`config.mk`:
```
export PLATFORM = sky130hd
export DESIGN_NAME = tqlu_upd
export DESIGN_NICKNAME = d
export VERILOG_FILES = /design/src/sv/tqlu_pkg.sv /design/src/sv/tqlu_upd.sv
export SDC_FILE = /design/constraint.sdc
export NUM_CORES = 1
export LEC_CHECK = 0
export BUFFER_PORTS_ARGS = -buffer_cell sky130_fd_sc_hd__buf_2
export CELL_PAD_IN_SITES_DETAIL_PLACEMENT = 1
export CELL_PAD_IN_SITES_GLOBAL_PLACEMENT = 2
export CORE_ASPECT_RATIO = 0.8
export CORE_MARGIN = 2
export CORE_UTILIZATION = 39
export DETAILED_ROUTE_END_ITERATION = 8
export PLACE_DENSITY_LB_ADDON = 0.1
export SYNTH_ARGS = -nofsm -noshare
export SYNTH_HDL_FRONTEND = slang
export SYNTH_SLANG_ARGS = --single-unit
```
`constraint.sdc`:
```
create_clock -name clock -period 10.8 [get_ports clock]
set_input_delay 2.16 -clock clock [delete_from_list [all_inputs] [get_ports clock]]
set_output_delay 2.16 -clock clock [all_outputs]
set_load 0.01 [all_outputs]
```
`src/sv/tqlu_pkg.sv`:
```
// -----------------------------------------------------------------------------
// tqlu_pkg: shared types and constants of the Q-learning update engine
// Holds opcodes, reward codes, sequencer states and datapath widths.
// -----------------------------------------------------------------------------
package tqlu_pkg;

   localparam int Q_W      = 16;  // Q8.8 entry width
   localparam int COEF_W   = 9;   // Q1.8 coefficient, 256 means one
   localparam int TD_W     = 18;  // temporal difference range
   localparam int PROD_W   = 28;  // coefficient times difference
   localparam int RND_W    = PROD_W - 8;

   localparam logic [COEF_W-1:0] COEF_ONE = 9'd256;

   // rewards in Q8.8: +1.0 and -5.0
   localparam logic signed [TD_W-1:0] REWARD_CLOSER  = 18'sd256;
   localparam logic signed [TD_W-1:0] REWARD_FARTHER = -18'sd1280;

   localparam logic REG_LEARNING_RATE = 1'b0;
   localparam logic REG_DISCOUNT      = 1'b1;

   typedef enum logic [1:0] {
      OP_WRITE = 2'd0,
      OP_LEARN = 2'd1,
      OP_BEST  = 2'd2,
      OP_RSVD  = 2'd3
   } op_type;

   typedef enum logic [1:0] {
      RS_NONE    = 2'd0,
      RS_CLOSER  = 2'd1,
      RS_FARTHER = 2'd2
   } reward_sign_type;

   typedef enum logic [3:0] {
      ST_IDLE,
      ST_SCAN_NS,
      ST_READ_Q,
      ST_MUL_G,
      ST_TD,
      ST_MUL_A,
      ST_WRITE,
      ST_SCAN_S,
      ST_SCAN_END,
      ST_RESP
   } state_type;

   // control of the shared multiply unit
   typedef struct packed {
      logic mul_en;     // load product register
      logic sel_alpha;  // alpha * td instead of gamma * max
      logic td_en;      // load temporal difference register
   } upd_ctrl_type;

endpackage

```
`src/sv/tqlu_upd.sv`:
```
// -----------------------------------------------------------------------------
// tqlu_upd: shared multiplier and update arithmetic
// One multiplier serves gamma*max and then alpha*td; rounds, adds, saturates.
// -----------------------------------------------------------------------------
module tqlu_upd
   import tqlu_pkg::*;
(
   input  logic                     clock,
   input  upd_ctrl_type             ctrl,
   input  logic        [COEF_W-1:0] alpha,
   input  logic        [COEF_W-1:0] gamma,
   input  logic signed [Q_W-1:0]    row_max,
   input  logic signed [Q_W-1:0]    cur_q,
   input  logic signed [TD_W-1:0]   reward,
   output logic signed [Q_W-1:0]    new_q
);

   logic signed [COEF_W:0]   coef_s;
   logic signed [TD_W-1:0]   mul_b;
   logic signed [PROD_W-1:0] prod_in;
   logic signed [PROD_W-1:0] prod_ff;
   logic signed [PROD_W-1:0] prod_bias;
   logic signed [RND_W-1:0]  rnd;
   logic signed [RND_W-1:0]  td_full;
   logic signed [TD_W-1:0]   td_in;
   logic signed [TD_W-1:0]   td_ff;
   logic signed [RND_W:0]    sum;

   assign coef_s  = $signed({1'b0, (ctrl.sel_alpha ? alpha : gamma)});
   assign mul_b   = ctrl.sel_alpha ? td_ff : TD_W'(row_max);
   assign prod_in = coef_s * mul_b;

   // round half up: add half an LSB, keep the upper bits
   assign prod_bias = prod_ff + PROD_W'(128);
   assign rnd       = prod_bias[PROD_W-1:8];

   assign td_full = RND_W'(reward) + rnd - RND_W'(cur_q);
   assign td_in   = td_full[TD_W-1:0];

   always_ff @(posedge clock) begin
      if (ctrl.mul_en) begin
         prod_ff <= prod_in;
      end
      if (ctrl.td_en) begin
         td_ff <= td_in;
      end
   end

   assign sum = (RND_W + 1)'(cur_q) + (RND_W + 1)'(rnd);

   always_comb begin
      if (sum > (RND_W + 1)'(32767)) begin
         new_q = 16'sh7FFF;
      end else if (sum < -(RND_W + 1)'(32768)) begin
         new_q = -16'sh8000;
      end else begin
         new_q = sum[Q_W-1:0];
      end
   end

endmodule

```
==> summary.md, run 1 <==
| Metric | Value |
|---|---|
| Top-count cell post-synth | `inv_1` |
| Async set-reset flop share out of synthesis | `0%` |
| CTS Buf Count | `5` |
| CTS Buffer Depth | `2` |
| Busiest layer in global routing | `met2` |
| Crit path kind | `in2reg` |
| Max-slew violations | `0` |
| Register-to-Register Path Depth | `18` |
| Critical path, cell by cell | `buf_2, mux2i_1, nor2_1, fa_1, fa_1, fa_1, fa_1, inv_1, fa_1, inv_1, ha_1, a21oi_1, o21ai_0, a221o_1, a22oi_1, o211ai_1, a31o_2, a21oi_1, xnor2_1` |
| CTS tree | `built` |
| Vias | `7545` |
| Minimum clock period | `8810 ps` |
| Synth top cells by count | `inv_1 (183), fa_1 (153), nor2_1 (127), ha_1 (98), nand2_1 (95)` |
| Layout area overhead | `9.69%` |
| Grt ovf | `0` |
| CP Capture Type | `flop` |
| Initial Utilization | `39.3%` |
| DRC | `0` |
| Via density | `5.08` |
| Outcome | `finished clean` |
| Sequential cell area fraction in the yosys report | `11.9%` |
| Synth area leader | `fa_1` |
| Core area | `0.0251 sq mm` |
| Vias in the first global route | `8085` |
| Die height | `146 microns` |
| Final HPWL from detailed placement | `24300 microns` |
| Max-cap violation count | `0` |
| Cts repair resizes | `0` |
| Grt met1 use | `30.8%` |
| Final setup fails | `0` |
| Reg2reg start | `td_ff[2]` |
| Layout cells sized above 1 | `12.9%` |
| Post-route ant nets | `0` |
| Largest net degree at the start of global routing | `28` |
| Share of the synthesized area in the top cell type | `31.0%` |
| Yosys reg bits | `39` |
| Highest clock rate | `113 MHz` |
| Met3 Use GR | `2.47%` |
| Final WL | `27100 microns` |
| # diodes | `0` |
| Slowest-stage cell, CP | `mux2i_1` |
| Maximum net fanout on the critical path | `27` |
| Placed Area | `0.0107 sq mm` |
| Most common cell on crit path | `fa_1` |
| IO Pins | `88` |
| Worst slew pin tran | `1230 ps` |
| Hold_sp | `prod_ff[8]` |
| Required time worst endpoint | `10830 ps` |
| Detailed Routing Iterations Pass 1 | `5` |
| Layout fillers | `2969` |
| Synth Warn # | `0` |
| Setup_tns | `0 ps` |
| H-tree levels | `2` |
| Post-Synthesis Cell Area | `0.00988 sq mm` |
| DR iter-0 viols | `323` |
| Max incr delay on CP | `1070 ps` |
| Post-layout util | `43.2%` |
| R2r endpoint | `prod_ff[27]` |
| Initial antenna violation count | `0` |
| Final Hold Viols | `0` |
| Fin crit share | `81.6%` |
| CTS sink cnt | `39` |
| Port Buffers | `87` |
| R2r setup slk | `4260 ps` |
| Setup bufs post-CTS | `0` |
| Worst path bufs/invs | `3` |
| Placer Congestion | `0.861` |
| Syn nets | `1402` |
| Arrival @ worst endpoint | `8850 ps` |
| Number of synthesized flops with an enable pin | `39` |
| Unrepaired setup endpoints after global routing | `false` |
| Overall global routing resource usage | `21.2%` |
| Most used DFF post-synth | `edfxtp_1` |
| WL/cell | `18.3 microns` |
| Hold depth | `3` |
| Startpoint Class | `primary input` |
| Post-synth cell types | `68` |
| M2 GR Usage | `35.4%` |
| Nets | `1483` |
| Worst hold endpoint | `td_ff[0]` |
| Mapped Cells | `1079` |
| CP top delay family | `adder cells` |
| Design area | `0.0108 sq mm` |
| CTS root buf | `clkbuf_16` |
| Tightest Hold Check Type | `reg2reg` |
| Global-route wire length before repair | `43900 microns` |
| Later-pin clock latency in the skew report | `290 ps` |
| Hold buffers post-CTS | `0` |
| Die Area | `0.0266 sq mm` |
| Top cells by area, synth | `fa_1 (31%), ha_1 (12%), edfxtp_1 (12%)` |
| Mean area per synthesized cell | `9.16 sq um` |
| Slew margin rel. | `15.4%` |
| Reg clk slew, reported paths | `60 ps` |
| Die X | `182 microns` |
| Hold slack | `954 ps` |
| Row count | `52` |
| Max Clock Skew | `8.08 ps` |
==> cell type report <==
type,instances,area (sq um),share of cell area (%)
multi-input cells,836,7920,73.0
flip-flops and latches,39,1170,10.8
inverters,183,687,6.34
repair buffers,95,495,4.57
well taps,324,405,3.74
clock buffers,5,125,1.15
clock inverters,3,38.8,0.358
==> metal layers <==
metal	up-vias	wire, microns
met2	105	12800
li1	3676	-
met3	15	716
met5	-	0
met4	0	299
met1	3749	13300
==> stage by stage <==
step                      setup WS (ps)  instances
after global routing               1550       1485
after global placement             1870       1477
after floorplan                    2230       1079
after CTS                          2000       1485
after detailed placement           1700       1477
final                              1990       1485
==> cells by family after synthesis <==
kind of cell	count (synthesis)	share of synthesized area, %
adders and majority gates	251	43.4
xor gates and xnor gates	73	6.55
muxes	46	4.91
and+or+nand+nor	319	14.5
buffers and inverters	204	8.04
AOI/OAI and AO/OA	147	10.8
DFF	39	11.9
==> worst max-delay path by stage <==
stage	from	end	slack [ps]	depth (start not counted)
global placement	ctrl[1]	prod_ff[27]	1870	19
global route	ctrl[1]	prod_ff[27]	1550	19
finish	ctrl[1]	prod_ff[27]	1990	19
floorplan	ctrl[1]	prod_ff[21]	2230	20
detailed placement	ctrl[1]	prod_ff[27]	1700	19
CTS	ctrl[1]	prod_ff[27]	2000	19
==> registers in the layout, summed over array words and instances, names as in the netlist <==
register,count
prod_ff,21
td_ff,18
==> layout by cell type (no fill, tap or decap), types with 13 or more instances in the layout <==
cell type,synthesis,routed
fa_1,153,153
inv_1,183,183
xnor2_1,49,49
ha_1,98,98
nor2_1,127,127
xor2_1,23,23
edfxtp_1,39,39
mux2i_1,26,26
buf_2,3,87
o21ai_0,20,20
a21oi_1,36,36
and3_1,13,13
nand2_1,95,95
nand2b_1,13,13
a21o_1,18,18
nand3_1,21,21
mux2_2,20,20
==> worst register-to-register path, stage by stage, from the launching register on <==
cell and delay [ps]:
edfxtp_1 390, mux2i_1 850, nor2_1 160, fa_1 500, fa_1 560, fa_1 450, fa_1 540, inv_1 50
fa_1 530, inv_1 40, ha_1 330, a21oi_1 150, o21ai_0 170, a221o_1 410, a22oi_1 370, o211ai_1 220
a31o_2 290, a21oi_1 180, xnor2_1 80
Power of run 1 is not shown: default switching activity piles up to over one toggle a cycle in this logic, so the estimate is an artifact.
==> inputs of run 2 (changes only) <==
Settings changed: CORE_UTILIZATION 39 to 36.
Clock period 10.8 ns to 7.5 ns, I/O delays scaled along.
==> summary.md, run 2 (synthesis gave the netlist of run 1 again) <==
| Metric | Value |
|---|---|
| Slew margin rel. | `59.1% (+44 points)` |
| Row count | `54 (+3.8%)` |
| Hold buffers post-CTS | `0 (unchanged)` |
| Vias in the first global route | `8093 (+0.099%)` |
| Initial Utilization | `36.4% (-3.0 points)` |
| Placer Congestion | `0.831 (-3.5%)` |
| Crit path kind | `in2reg` |
| R2r setup slk | `1630 ps (-2630 ps)` |
| Max incr delay on CP | `590 ps (-480 ps)` |
| Multi-input logic area | `0.00792 sq mm (+0.11%)` |
| Post-route ant nets | `0 (unchanged)` |
| Final setup fails | `0 (unchanged)` |
| Setup bufs post-CTS | `0 (unchanged)` |
| Die Area | `0.0288 sq mm (+8.1%)` |
| Max Clock Skew | `7.63 ps (-0.445 ps)` |
| Layout fillers | `3232 (+8.9%)` |
| DRC | `0 (unchanged)` |
| CTS Buffer Depth | `2 (unchanged)` |
| Largest Register | `prod_ff` |
| Commonest non-fill, non-tap cell in the layout | `inv_1` |
| Final Hold Viols | `0 (unchanged)` |
| CTS Buf Count | `5 (unchanged)` |
| WL/cell | `17.0 microns (-7.2%)` |
| CP Capture Type | `flop` |
| Placed Cells incl. Taps | `1562 (+5.8%)` |
| CP top delay family | `adder cells` |
| IO Pins | `88 (unchanged)` |
| # diodes | `0 (unchanged)` |
| Grt ovf | `0 (unchanged)` |
| Cts repair resizes | `0 (unchanged)` |
| Tightest Hold Check Type | `reg2reg` |
| Detailed Routing Iterations Pass 1 | `5 (unchanged)` |
| CTS sink cnt | `39 (unchanged)` |
| Slowest-stage cell, CP | `fa_1` |
| Required time worst endpoint | `7530 ps (-3300 ps)` |
| Maximum net fanout on the critical path | `15 (-44%)` |
| Port Buffers | `87 (unchanged)` |
| Outcome | `finished clean` |
| Startpoint Class | `primary input` |
| Reg clk slew, reported paths | `60 ps (about the same)` |
| Vias | `7715 (+2.3%)` |
| Global-route wire length before repair | `43000 microns (-1.9%)` |
| Most common cell on crit path | `fa_1` |
| CTS tree | `built` |
| Later-pin clock latency in the skew report | `290 ps (about the same)` |
| Core area | `0.0272 sq mm (+8.2%)` |
| Largest net degree at the start of global routing | `22 (-21%)` |
| Largest register FFs | `21 (unchanged)` |
| Overall global routing resource usage | `19.0% (-2.2 points)` |
| Finished Layout Cells | `1570 (+5.7%)` |
| DR iter-0 viols | `256 (-21%)` |
| Register area | `0.00117 sq mm (unchanged)` |
| Critical path, cell by cell | `buf_2, buf_4, buf_4, nor2b_1, a21oi_1, nor2_1, fa_1, inv_1, fa_1, inv_1, fa_1, fa_1, inv_1, fa_1, inv_1, ha_1, and4_1, and4_1, a21oi_1, o211ai_1, a31o_2, a21oi_1, xnor2_1` |
| Max-slew violations | `0 (unchanged)` |
| Fin crit share | `94.7%` |
| Unrepaired setup endpoints after global routing | `false` |
| Worst path bufs/invs | `7 (+4)` |
| Max-cap violation count | `0 (unchanged)` |
| Layout area overhead | `13.8%` |
| H-tree levels | `2 (unchanged)` |
| Worst Setup Slack, final | `398 ps (-1590 ps)` |
| Arrival @ worst endpoint | `7130 ps (-1720 ps)` |
| Setup WS pre-CTS | `14.4 ps (-1690 ps)` |
| Post-layout util | `41.4% (-1.7 points)` |
| Initial antenna violation count | `0 (unchanged)` |
| Setup_tns | `0 ps (unchanged)` |
| Die X | `189 microns (+4.0%)` |
| CTS root buf | `clkbuf_16` |
| Final WL | `26600 microns (-1.9%)` |
| Final HPWL from detailed placement | `24100 microns (-0.59%)` |
| Layout cells sized above 1 | `16.3% (+3.4 points)` |
| Die height | `152 microns (+4.0%)` |
| Highest clock rate | `141 MHz` |
| Nets | `1528 (+3.0%)` |
| Commonest non-fill, non-tap cells in the layout | `inv_1 (183), fa_1 (153), nor2_1 (127)` |
| Largest regs | `prod_ff: 21 flops, td_ff: 18 flops` |
| Minimum clock period | `7100 ps` |
| Via density | `4.91 (-3.3%)` |
| Worst slew pin tran | `608 ps (-626 ps)` |
[run 2: layer usage]
| layer | track usage (%) | vias up | share of wire, % |
|---|---|---|---|
| li1 | - | 3761 | - |
| met1 | 27.9 | 3872 | 50 |
| met2 | 31.6 | 74 | 47 |
| met3 | 2.14 | 8 | 2.2 |
| met4 | 0.886 | 0 | 0.47 |
| met5 | 0 | - | 0 |
[run 2: cell type report]
cell class                      instances  area share, %
Multi-Input combinational cell        836           70.5
Sequential cell                        39           10.4
Timing Repair Buffer                  140           7.52
Inverter                              183           6.11
Tap cell                              364           4.05
Clock buffer                            5           1.11
Clock inverter                          3          0.345
[run 2: worst reg2reg max path, stage by stage (launching register included)]
cell and delay [ps]:
edfxtp_1 460, mux2_2 360, nand2_1 100, fa_1 410
inv_1 80, fa_1 460, fa_1 520, fa_1 550
inv_1 50, fa_1 520, inv_1 40, ha_1 320
a21oi_1 140, o21ai_0 150, a221o_1 410, a221oi_2 310
o21ai_0 170, a31o_2 280, a21oi_1 180, xnor2_1 90
[run 2: final timing paths]
kind / cells past startpoint / to / from
worst max-delay path: 23 / prod_ff[27] / ctrl[1]
worst min-delay path: 3 / td_ff[0] / prod_ff[8]
worst max register to register: 19 / prod_ff[21] / td_ff[8]
worst min register to register: 3 / td_ff[0] / prod_ff[8]
[run 2: stage by stage]
| step | hold slack (ps) | area [sq um] |
|---|---|---|
| global placement | 974 | 11100 |
| finish | 995 | 11200 |
| global route | 1030 | 11200 |
| detailed placement | 977 | 11100 |
| floorplan | 817 | 9890 |
| CTS | 1000 | 11200 |
Power of run 2 is left out for the same reason.
